$ cat src/ple_pkg.sv
`timescale 1ns / 1ps
// ----------------------------------------------------------------------------
// ple_pkg
// Command and status codes and field widths of the positional list engine.
// ----------------------------------------------------------------------------
package ple_pkg;

  localparam int CmdBits    = 3;
  localparam int PosBits    = 7;
  localparam int ValBits    = 32;
  localparam int StatusBits = 2;
  localparam int CountBits  = 7;

  typedef enum logic [CmdBits-1:0] {
    CMD_INS_FRONT = 3'd0,
    CMD_INS_BACK  = 3'd1,
    CMD_INS_AFTER = 3'd2,
    CMD_DEL_FIRST = 3'd3,
    CMD_DEL_LAST  = 3'd4,
    CMD_DEL_POS   = 3'd5
  } cmd_e;

  typedef enum logic [StatusBits-1:0] {
    ST_OK    = 2'd0,
    ST_FULL  = 2'd1,
    ST_EMPTY = 2'd2,
    ST_RANGE = 2'd3
  } status_e;

endpackage

$ cat src/ple_if.sv
`timescale 1ns / 1ps
// ----------------------------------------------------------------------------
// ple_if
// Valid/ready channels of the positional list engine: command in, report out.
// ----------------------------------------------------------------------------
interface ple_in_if;
  logic                         valid;
  logic                         ready;
  logic [ple_pkg::CmdBits-1:0]  cmd;
  logic [ple_pkg::PosBits-1:0]  position;
  logic signed [ple_pkg::ValBits-1:0] value;

  modport source (output valid, output cmd, output position, output value, input ready);
  modport sink   (input valid, input cmd, input position, input value, output ready);
endinterface

interface ple_out_if;
  logic                           valid;
  logic                           ready;
  logic [ple_pkg::StatusBits-1:0] status;
  logic [ple_pkg::CountBits-1:0]  element_count;
  logic                           middle_valid;
  logic signed [ple_pkg::ValBits-1:0] middle_value;

  modport source (output valid, output status, output element_count, output middle_valid,
                  output middle_value, input ready);
  modport sink   (input valid, input status, input element_count, input middle_valid,
                  input middle_value, output ready);
endinterface

$ cat src/positional_list_engine.sv
`timescale 1ns / 1ps
// ----------------------------------------------------------------------------
// positional_list_engine
// Circular singly linked list in a slot store with a free-slot stack.
// ----------------------------------------------------------------------------
// One command beat at a time. A command walks k link hops to its target, and
// then max(n/2,1) hops from the tail to the middle element, where k is 1 for
// front/back inserts, 2 for delete first, position+1 for positional ones
// (position 0 counting as 1) and n+2 for delete last, and n is the element
// count after the command; rejected commands and an insert into an empty list
// skip the first walk, and an empty result skips the second.
// Both walks advance one hop per cycle through the single read port of the
// link memory. The free-slot stack needs no clearing pass after reset: a low
// water mark tells never-written stack entries, which read as their own index.
// A finished report waits in an output register while the next beat is taken.
// ----------------------------------------------------------------------------
module positional_list_engine #(
  parameter int LIST_DEPTH = 64,
  parameter int VALUE_BITS = 32
) (
  input  logic        clk_i,
  input  logic        rst_ni,
  ple_in_if.sink      in_i,
  ple_out_if.source   out_o
);

  localparam int AW = (LIST_DEPTH > 1) ? $clog2(LIST_DEPTH) : 1;
  localparam int CW = $clog2(LIST_DEPTH + 1);
  localparam int HW = $clog2(LIST_DEPTH + 2);
  localparam int PW = (HW > ple_pkg::PosBits) ? HW : ple_pkg::PosBits;

  typedef enum logic [7:0] {
    S_IDLE   = 8'b0000_0001,
    S_FIRST  = 8'b0000_0010,
    S_WALK   = 8'b0000_0100,
    S_APPLY1 = 8'b0000_1000,
    S_APPLY2 = 8'b0001_0000,
    S_MSET   = 8'b0010_0000,
    S_MWALK  = 8'b0100_0000,
    S_VRD    = 8'b1000_0000
  } state_e;

  logic [VALUE_BITS-1:0] val_mem  [LIST_DEPTH];
  logic [AW-1:0]         link_mem [LIST_DEPTH];
  logic [AW-1:0]         free_mem [LIST_DEPTH];

  state_e                 state_q, state_d;
  ple_pkg::cmd_e          cmd_q, cmd_d;
  ple_pkg::status_e       status_q, status_d;
  logic [ple_pkg::ValBits-1:0] val_q, val_d;
  logic                   ins_q, ins_d;
  logic [HW-1:0]          hops_q, hops_d;
  logic [AW-1:0]          cur_q, cur_d;
  logic                   rd_src_q, rd_src_d;
  logic [AW-1:0]          p1_q, p1_d, p2_q, p2_d;
  logic [AW-1:0]          b_q, b_d, v_q, v_d, n_q, n_d;
  logic [AW-1:0]          slot_q, slot_d;
  logic [AW-1:0]          tail_q, tail_d;
  logic [CW-1:0]          count_q, count_d;
  logic [CW-1:0]          mark_q, mark_d;
  logic [AW-1:0]          idx_q, idx_d;
  logic                   fresh_q, fresh_d;
  logic                   mvalid_q, mvalid_d;
  logic [AW-1:0]          free_rd_q, link_rd_q;
  logic [VALUE_BITS-1:0]  value_rd_q;

  logic                   out_valid_q, out_valid_d;
  ple_pkg::status_e       out_status_q, out_status_d;
  logic [ple_pkg::CountBits-1:0] out_count_q, out_count_d;
  logic                   out_mvalid_q, out_mvalid_d;
  logic [ple_pkg::ValBits-1:0] out_mid_q, out_mid_d;

  logic                   link_re, link_we, val_we, val_re, free_re, free_we;
  logic [AW-1:0]          link_wa, link_wd, val_wa, free_wa;
  logic [AW-1:0]          c, s_new, idx_new;
  logic [CW-1:0]          idx_cw;
  logic [PW-1:0]          pos_w, p_w, cnt_w, k_w;
  logic                   hop_go, accept, out_free;
  logic [63:0]            wide_val;
  logic signed [63:0]     ext_val;

  assign accept    = in_i.valid && in_i.ready;
  assign in_i.ready = (state_q == S_IDLE);
  assign out_free  = !out_valid_q || out_o.ready;

  assign c       = rd_src_q ? link_rd_q : cur_q;
  assign s_new   = fresh_q ? idx_q : free_rd_q;
  assign idx_cw  = CW'(LIST_DEPTH - 1) - count_q;
  assign idx_new = AW'(idx_cw);
  assign pos_w   = PW'(in_i.position);
  assign p_w     = (pos_w == '0) ? PW'(1) : pos_w;
  assign cnt_w   = PW'(count_q);
  assign hop_go  = ((state_q == S_WALK) || (state_q == S_MWALK)) && (hops_q != '0);
  assign wide_val = {32'd0, val_q};
  assign ext_val  = 64'(signed'(value_rd_q));

  always_comb begin
    state_d  = state_q;
    cmd_d    = cmd_q;
    status_d = status_q;
    val_d    = val_q;
    ins_d    = ins_q;
    hops_d   = hops_q;
    cur_d    = cur_q;
    rd_src_d = rd_src_q;
    p1_d     = p1_q;
    p2_d     = p2_q;
    b_d      = b_q;
    v_d      = v_q;
    n_d      = n_q;
    slot_d   = slot_q;
    tail_d   = tail_q;
    count_d  = count_q;
    mark_d   = mark_q;
    idx_d    = idx_q;
    fresh_d  = fresh_q;
    mvalid_d = mvalid_q;
    k_w      = '0;
    link_re  = 1'b0;
    link_we  = 1'b0;
    link_wa  = b_q;
    link_wd  = n_q;
    val_we   = 1'b0;
    val_wa   = s_new;
    val_re   = 1'b0;
    free_re  = 1'b0;
    free_we  = 1'b0;
    free_wa  = AW'(CW'(LIST_DEPTH) - count_q);
    out_valid_d  = out_valid_q && !out_o.ready;
    out_status_d = out_status_q;
    out_count_d  = out_count_q;
    out_mvalid_d = out_mvalid_q;
    out_mid_d    = out_mid_q;

    if (hop_go) begin
      link_re  = 1'b1;
      p2_d     = p1_q;
      p1_d     = c;
      cur_d    = c;
      rd_src_d = 1'b1;
      hops_d   = hops_q - HW'(1);
    end

    unique case (state_q)
      S_IDLE: begin
        if (accept) begin
          cmd_d    = ple_pkg::cmd_e'(in_i.cmd);
          val_d    = in_i.value;
          status_d = ple_pkg::ST_OK;
          cur_d    = tail_q;
          rd_src_d = 1'b0;
          state_d  = S_MSET;
          unique case (in_i.cmd)
            ple_pkg::CMD_INS_FRONT, ple_pkg::CMD_INS_BACK, ple_pkg::CMD_INS_AFTER: begin
              if (count_q >= CW'(LIST_DEPTH)) begin
                status_d = ple_pkg::ST_FULL;
              end else if ((in_i.cmd == ple_pkg::CMD_INS_AFTER) && (count_q != '0) &&
                           (p_w > cnt_w)) begin
                status_d = ple_pkg::ST_RANGE;
              end else begin
                free_re = 1'b1;
                idx_d   = idx_new;
                fresh_d = idx_cw < mark_q;
                if (idx_cw < mark_q) mark_d = idx_cw;
                ins_d   = 1'b1;
                if (count_q == '0) begin
                  state_d = S_FIRST;
                end else begin
                  k_w     = (in_i.cmd == ple_pkg::CMD_INS_AFTER) ? p_w : '0;
                  hops_d  = HW'(k_w + PW'(1));
                  state_d = S_WALK;
                end
              end
            end
            ple_pkg::CMD_DEL_FIRST, ple_pkg::CMD_DEL_LAST, ple_pkg::CMD_DEL_POS: begin
              if (count_q == '0) begin
                status_d = ple_pkg::ST_EMPTY;
              end else if ((in_i.cmd == ple_pkg::CMD_DEL_POS) &&
                           ((pos_w == '0) || (pos_w > cnt_w))) begin
                status_d = ple_pkg::ST_RANGE;
              end else begin
                ins_d = 1'b0;
                unique case (in_i.cmd)
                  ple_pkg::CMD_DEL_FIRST: k_w = PW'(1);
                  ple_pkg::CMD_DEL_LAST:  k_w = cnt_w;
                  default:                k_w = pos_w;
                endcase
                hops_d  = HW'(k_w + PW'(1));
                state_d = S_WALK;
              end
            end
            default: begin
              status_d = ple_pkg::ST_OK;
            end
          endcase
        end
      end
      S_FIRST: begin
        val_we   = 1'b1;
        link_we  = 1'b1;
        link_wa  = s_new;
        link_wd  = s_new;
        tail_d   = s_new;
        count_d  = CW'(1);
        state_d  = S_MSET;
      end
      S_WALK: begin
        if (hops_q == '0) begin
          b_d      = ins_q ? p1_q : p2_q;
          v_d      = p1_q;
          n_d      = c;
          rd_src_d = 1'b0;
          state_d  = S_APPLY1;
        end
      end
      S_APPLY1: begin
        if (ins_q) begin
          val_we  = 1'b1;
          link_we = 1'b1;
          link_wa = s_new;
          link_wd = n_q;
          slot_d  = s_new;
          state_d = S_APPLY2;
        end else begin
          if (count_q > CW'(1)) begin
            link_we = 1'b1;
            if (v_q == tail_q) tail_d = b_q;
          end
          free_we = 1'b1;
          count_d = count_q - CW'(1);
          state_d = S_MSET;
        end
      end
      S_APPLY2: begin
        link_we = 1'b1;
        link_wd = slot_q;
        if ((cmd_q == ple_pkg::CMD_INS_BACK) ||
            ((cmd_q == ple_pkg::CMD_INS_AFTER) && (b_q == tail_q))) begin
          tail_d = slot_q;
        end
        count_d = count_q + CW'(1);
        state_d = S_MSET;
      end
      S_MSET: begin
        mvalid_d = (count_q != '0);
        cur_d    = tail_q;
        rd_src_d = 1'b0;
        hops_d   = (count_q > CW'(1)) ? HW'(count_q >> 1) : HW'(1);
        state_d  = (count_q != '0) ? S_MWALK : S_VRD;
      end
      S_MWALK: begin
        if (hops_q == '0) begin
          val_re   = 1'b1;
          rd_src_d = 1'b0;
          state_d  = S_VRD;
        end
      end
      S_VRD: begin
        if (out_free) begin
          out_valid_d  = 1'b1;
          out_status_d = status_q;
          out_count_d  = ple_pkg::CountBits'(count_q);
          out_mvalid_d = mvalid_q;
          out_mid_d    = mvalid_q ? ext_val[31:0] : '0;
          state_d      = S_IDLE;
        end
      end
      default: begin
        state_d = S_IDLE;
      end
    endcase
  end

  always_ff @(posedge clk_i) begin
    if (link_we) link_mem[link_wa] <= link_wd;
    if (link_re) link_rd_q <= link_mem[c];
  end

  always_ff @(posedge clk_i) begin
    if (val_we) val_mem[val_wa] <= wide_val[VALUE_BITS-1:0];
    if (val_re) value_rd_q <= val_mem[c];
  end

  always_ff @(posedge clk_i) begin
    if (free_we) free_mem[free_wa] <= v_q;
    if (free_re) free_rd_q <= free_mem[idx_new];
  end

  always_ff @(posedge clk_i or negedge rst_ni) begin
    if (!rst_ni) begin
      state_q     <= S_IDLE;
      tail_q      <= '0;
      count_q     <= '0;
      mark_q      <= CW'(LIST_DEPTH);
      out_valid_q <= 1'b0;
    end else begin
      state_q     <= state_d;
      tail_q      <= tail_d;
      count_q     <= count_d;
      mark_q      <= mark_d;
      out_valid_q <= out_valid_d;
    end
  end

  always_ff @(posedge clk_i) begin
    cmd_q        <= cmd_d;
    status_q     <= status_d;
    val_q        <= val_d;
    ins_q        <= ins_d;
    hops_q       <= hops_d;
    cur_q        <= cur_d;
    rd_src_q     <= rd_src_d;
    p1_q         <= p1_d;
    p2_q         <= p2_d;
    b_q          <= b_d;
    v_q          <= v_d;
    n_q          <= n_d;
    slot_q       <= slot_d;
    idx_q        <= idx_d;
    fresh_q      <= fresh_d;
    mvalid_q     <= mvalid_d;
    out_status_q <= out_status_d;
    out_count_q  <= out_count_d;
    out_mvalid_q <= out_mvalid_d;
    out_mid_q    <= out_mid_d;
  end

  assign out_o.valid         = out_valid_q;
  assign out_o.status        = out_status_q;
  assign out_o.element_count = out_count_q;
  assign out_o.middle_valid  = out_mvalid_q;
  assign out_o.middle_value  = out_mid_q;

  a_count_bound: assert property (@(posedge clk_i) disable iff (!rst_ni)
    count_q <= CW'(LIST_DEPTH))
    else $error("element count exceeds depth");

  a_mark_below_top: assert property (@(posedge clk_i) disable iff (!rst_ni)
    ((CW+1)'(mark_q) + (CW+1)'(count_q)) <= (CW+1)'(LIST_DEPTH))
    else $error("free stack mark above stack top");

  a_out_from_vrd: assert property (@(posedge clk_i) disable iff (!rst_ni)
    $rose(out_valid_q) |-> $past(state_q == S_VRD))
    else $error("report beat without a middle read");

  a_busy_after_accept: assert property (@(posedge clk_i) disable iff (!rst_ni)
    accept |=> !in_i.ready)
    else $error("ready again right after a command beat");

  a_empty_mid_zero: assert property (@(posedge clk_i) disable iff (!rst_ni)
    (out_valid_q && !out_mvalid_q) |-> (out_mid_q == '0))
    else $error("middle value nonzero on empty list");

endmodule

$ cat src/flat_wrapper.sv
// flat-port wrapper written by rule: the top's interface ports become plain ports
module positional_list_engine_flat 
#(
  parameter int LIST_DEPTH = 64,
  parameter int VALUE_BITS = 32
)
  (clk_i, rst_ni, in_i_valid, in_i_cmd, in_i_position, in_i_value, in_i_ready, out_o_valid, out_o_status, out_o_element_count, out_o_middle_valid, out_o_middle_value, out_o_ready);
  ple_in_if in_i_i ();
  ple_out_if out_o_i ();
  input  logic clk_i;
  input  logic rst_ni;
  input wire logic [$bits(in_i_i.valid)-1:0] in_i_valid;
  input wire logic [$bits(in_i_i.cmd)-1:0] in_i_cmd;
  input wire logic [$bits(in_i_i.position)-1:0] in_i_position;
  input wire logic [$bits(in_i_i.value)-1:0] in_i_value;
  output wire logic [$bits(in_i_i.ready)-1:0] in_i_ready;
  output wire logic [$bits(out_o_i.valid)-1:0] out_o_valid;
  output wire logic [$bits(out_o_i.status)-1:0] out_o_status;
  output wire logic [$bits(out_o_i.element_count)-1:0] out_o_element_count;
  output wire logic [$bits(out_o_i.middle_valid)-1:0] out_o_middle_valid;
  output wire logic [$bits(out_o_i.middle_value)-1:0] out_o_middle_value;
  input wire logic [$bits(out_o_i.ready)-1:0] out_o_ready;
  assign in_i_i.valid = in_i_valid;
  assign in_i_i.cmd = in_i_cmd;
  assign in_i_i.position = in_i_position;
  assign in_i_i.value = in_i_value;
  assign in_i_ready = in_i_i.ready;
  assign out_o_valid = out_o_i.valid;
  assign out_o_status = out_o_i.status;
  assign out_o_element_count = out_o_i.element_count;
  assign out_o_middle_valid = out_o_i.middle_valid;
  assign out_o_middle_value = out_o_i.middle_value;
  assign out_o_i.ready = out_o_ready;
  positional_list_engine #(.LIST_DEPTH(LIST_DEPTH), .VALUE_BITS(VALUE_BITS)) u_core (.clk_i(clk_i), .rst_ni(rst_ni), .in_i(in_i_i), .out_o(out_o_i));
endmodule
$ cat config.mk
export PLATFORM = sky130hd
export DESIGN_NAME = positional_list_engine_flat
export DESIGN_NICKNAME = d
export VERILOG_FILES = /design/src/ple_pkg.sv /design/src/ple_if.sv /design/src/positional_list_engine.sv /design/src/flat_wrapper.sv
export SDC_FILE = /design/constraint.sdc
export NUM_CORES = 2
export LEC_CHECK = 0
export BUFFER_PORTS_ARGS = -buffer_cell sky130_fd_sc_hd__buf_2
export CAP_MARGIN = 20
export CORE_MARGIN = 2
export CORE_UTILIZATION = 40
export DETAILED_ROUTE_END_ITERATION = 10
export HOLD_SLACK_MARGIN = 0.06
export PLACE_DENSITY = 0.63
export SYNTH_ARGS = -nofsm -noshare
export SYNTH_HDL_FRONTEND = slang
export SYNTH_SLANG_ARGS = --single-unit
export TNS_END_PERCENT = 50
$ cat constraint.sdc
create_clock -name clk_i -period 10.4 [get_ports clk_i]
set_input_delay 2.08 -clock clk_i [delete_from_list [all_inputs] [get_ports clk_i]]
set_output_delay 2.08 -clock clk_i [all_outputs]
set_load 0.005 [all_outputs]
==> PnR_summary.wiki <==
{| class="wikitable"
! Metric !! Value
|-
| Max Fclk || 0.197 GHz
|-
| Distinct cells, synth || 75
|-
| Gp weighted congestion || around 0.83
|-
| Outcome || finished, final reports clean
|-
| Cell at the slowest stage of the critical path || mux2_8
|-
| LEAKAGE || 42.1 nW
|-
| Clock-pin slew reported for the worst setup and hold paths after clock tree synthesis || approximately 70 ps
|-
| Largest net degree at the start of global routing || 140
|-
| Mean number of vias per cell || 5.72
|-
| Quantity of hold-fixing buffers added after cts || 0
|-
| Clock tree from TritonCTS || built
|-
| Number of design rule violations left after detail routing || 0
|-
| Worst hold path stage count || 0
|-
| Final instance area || between 100000 and 150000 sq um
|-
| Number of nets in the layout || 6939
|-
| Path type of the worst min-delay path || reg2reg
|-
| Final setup TNS || 0 ps
|-
| Sequence of cells on the critical path || mux2_8 > buf_12 > buf_12 > mux2i_1 > o22ai_1 > nor2_1 > o21ai_1 > or4_1
|-
| Starting density of the core || around 40%
|-
| Mean routed wirelength per cell || around 28 um
|-
| Number of max-cap violations || 0
|-
| Pre-CTS setup slack || 5410 ps
|-
| Dpl hpwl || 169000 um
|-
| Total of warnings raised by yosys || 0
|-
| Final setup skew || 87.3 ps
|-
| Clock tree buffer depth || 4
|-
| Maximum cell stage delay along the critical path || 800 ps
|-
| Level count of the clock H-tree || 5
|-
| Number of DRC violations after detailed-routing iteration 0 || 7106
|-
| Top-Level Pins || 90
|-
| Total instance count after detailed placement || 10473
|-
| Number of detailed-route iterations in the first pass || 8
|-
| Ratio of total power to cell area || 262 nW/um^2
|-
| Min Clock Period, post-route || a little over 5000 ps
|-
| Metal2 WL || 150000 um
|-
| Critical path class || reg2reg
|-
| Resize count post-CTS || 0
|-
| Number of buffers inserted to repair setup after CTS || 0
|-
| Leading cell types by total area after synthesis || edfxtp_1 (76%), mux2i_1 (10%), o22ai_1 (3.2%)
|-
| Primary FF master, synth || edfxtp_1
|-
| Global-route wire length before repair || 441000 um
|-
| Most common cell in the synthesized netlist || edfxtp_1
|-
| R2R Path Start || u_core.rd_src_q
|-
| Slew at the pin closest to its max-slew limit || 1170 ps
|-
| Final Routed Wirelength || a little over 300000 um
|-
| Floorplan core area || 294000 sq um
|-
| Via count of the first global-routing pass || 62645
|-
| Required time of the critical path || roughly 11000 ps
|-
| Vertical extent of the die || roughly 550 um
|-
| Sink of the worst hold path || u_core.out_o.status[0]
|-
| EDFF count, synth || 2984
|-
| Filler-free cell count of the finished design || 11035
|-
| Sequential cell area fraction in the yosys report || 76.5%
|-
| Clock insertion delay at the later pin of the skew report || 890 ps
|-
| Arrival time reported for the critical path endpoint || around 5700 ps
|-
| # port buffers || 89
|-
| Number of fill cells in the layout || about 25000
|-
| Multi-input combinational cell area || 26200 sq um
|-
| Cell Rows || 199
|-
| Antenna Nets Post-Route || 0
|-
| TritonCTS Buffers || 308
|-
| Wire length on met1 || between 100000 and 150000 um
|-
| Final-report max-slew violation count || 0
|-
| Number of nets produced by synthesis || approximately 6700
|-
| Total power after layout || 35.0 mW
|-
| Sequential Area || 90600 sq um
|-
| Hold Vio Cnt, Final || 0
|-
| Via count || about 63000
|-
| Fraction of layout cells with a size suffix above 1 || about an eighth
|-
| Setup repair after global routing missed its margin || false
|-
| Number of antenna violations at the first check in global routing || 26
|-
| Die extent in x || 548 um
|-
| Period utilisation layout || between 40 and 50%
|-
| Die ar. || 300000 sq um
|-
| Startpoint of the worst setup timing path || u_core.rd_src_q
|-
| Headroom to the max-slew limit || 19.6%
|-
| Biggest area consumer among synthesized cells || edfxtp_1
|-
| Total clock sinks || 3027
|-
| Worst-case register-to-register setup slack || 5330 ps
|-
| Setup slack of the critical path after layout || 5330 ps
|-
| Kind of start point of the critical path || register
|-
| Logic depth of the worst register-to-register path || 8
|-
| Tot GR Track Use || 20.0%
|-
| Synth top cells by count || edfxtp_1 (2984), mux2i_1 (1230), o22ai_1 (613), nor2_1 (358), o21ai_1 (206)
|-
| Hold path start || u_core.status_q[0]
|-
| Capture instance of the worst register-to-register path || u_core.value_rd_q[17]
|-
| Cell chosen for the clock root || clkbuf_16
|-
| Cell with the most instances on the worst path || buf_12
|-
| Avg Synthesized Cell Area || ~18 sq um
|-
| Post-placement cell area || 124000 sq um
|-
| Count of final setup violators || 0
|-
| Area share of the leading cell type in the synthesized netlist || roughly three quarters
|-
| Fraction of registers with async set or reset after synthesis || 0.958%
|-
| Post-synthesis sequential element count || 3027
|-
| Total congestion overflow || 0
|-
| Post-synth design cell area || approximately 120000 sq um
|-
| Gate count after technology mapping || 6663
|-
| Relative area change from synthesis to final layout || 12.8%
|-
| Maximum ir drop on the vdd rail || 366 uV
|-
| Critical path capture point type || register
|-
| Routed length on met3 || 22000 um
|-
| Worst Path Max Fanout || 139
|-
| Highest metal layer with signal wires || met5
|}
power breakdown:
part | internal (mW) | switching, mW
combinational | 3.45 | 6.50
sequential | 14.2 | 0.176
clock | 6.10 | 4.58
total | 23.7 | 11.3
state kept, by name (all words and copies together) (netlist names), 7 cells and up:
register / cells
u_core.value_rd_q: 32
u_core.val_mem: 2048
u_core.out_o.element_count: 7
u_core.out_o.middle_value: 32
u_core.val_q: 32
u_core.hops_q: 7
u_core.free_mem: 384
u_core.cnt_w: 7
u_core.state_q: 8
u_core.mark_q: 7
u_core.link_mem: 384
cell families after synthesis:
family,Yosys count,synth area share (%)
AO/OA/AOI/OAI,1078,5.46
AND/OR/NAND/NOR,718,2.80
multiplexers,1365,12.8
flip-flops,3027,76.5
adder cells (fa/ha/maj),25,0.264
XOR/XNOR,32,0.237
buffers and inverters,418,1.87
stage by stage:
step	utilization (%)	hold slack, ps
detailed placement	42.1	424
floorplan	-	400
global placement	42.1	447
finish	45.4	456
global route	45.4	477
CTS	45.4	466
metal layers:
layer,track usage (%),vias up
met3,2.71,518
met1,27.2,32819
met2,33.0,2656
met5,0,-
li1,-,27145
met4,7.10,12
layout by cell type (no fill, tap or decap), types with 10 or more instances in the layout:
| cell | instances |
|---|---|
| buf_12 | 13 |
| or4_1 | 44 |
| mux4_2 | 120 |
| nand2b_1 | 10 |
| clkbuf_1 | 59 |
| o21ai_0 | 137 |
| nor3_1 | 17 |
| ha_1 | 25 |
| buf_2 | 89 |
| nand2_1 | 136 |
| edfxtp_1 | 2984 |
| mux2i_1 | 1229 |
| diode_2 | 24 |
| nor2_4 | 62 |
| and2_1 | 42 |
| a21oi_1 | 26 |
| xnor2_1 | 23 |
| buf_4 | 169 |
| nor2_1 | 296 |
| o31ai_1 | 10 |
| nand3_1 | 38 |
| dfrtp_1 | 25 |
| o22ai_1 | 613 |
| clkinvlp_4 | 13 |
| clkinv_2 | 49 |
| inv_1 | 31 |
| bufinv_16 | 22 |
| clkbuf_16 | 315 |
| clkinv_1 | 57 |
| o21ai_1 | 209 |
| dfxtp_1 | 14 |
| a22oi_1 | 21 |
worst max-delay path: cells and delay by family, from the launching register on:
kind                   cells  cell delay (ps)
buffers and inverters      2             1350
multiplexers               2             1090
AND/OR/NAND/NOR            2              850
flip-flops                 1              720
AO/OA/AOI/OAI              2              310
final cells by class:
| cell class | count | area share [%] |
|---|---|---|
| diodes | 24 | 0.0450 |
| well taps | 3919 | 3.67 |
| flip-flops and latches | 3027 | 67.9 |
| repair buffers | 274 | 1.51 |
| clock inverters | 160 | 1.12 |
| multi-input cells | 3218 | 19.6 |
| clock buffers | 374 | 6.07 |
| inverters | 39 | 0.110 |
how the worst max path moves through the flow:
stage and to:
6_report u_core.value_rd_q[17], 5_1_grt u_core.value_rd_q[17], 3_5_place_dp u_core.value_rd_q[17], 3_3_place_gp u_core.value_rd_q[15]
2_1_floorplan u_core.val_mem[59][0], 4_1_cts u_core.value_rd_q[17]
Note: power is estimated with default switching activity, not from simulation.
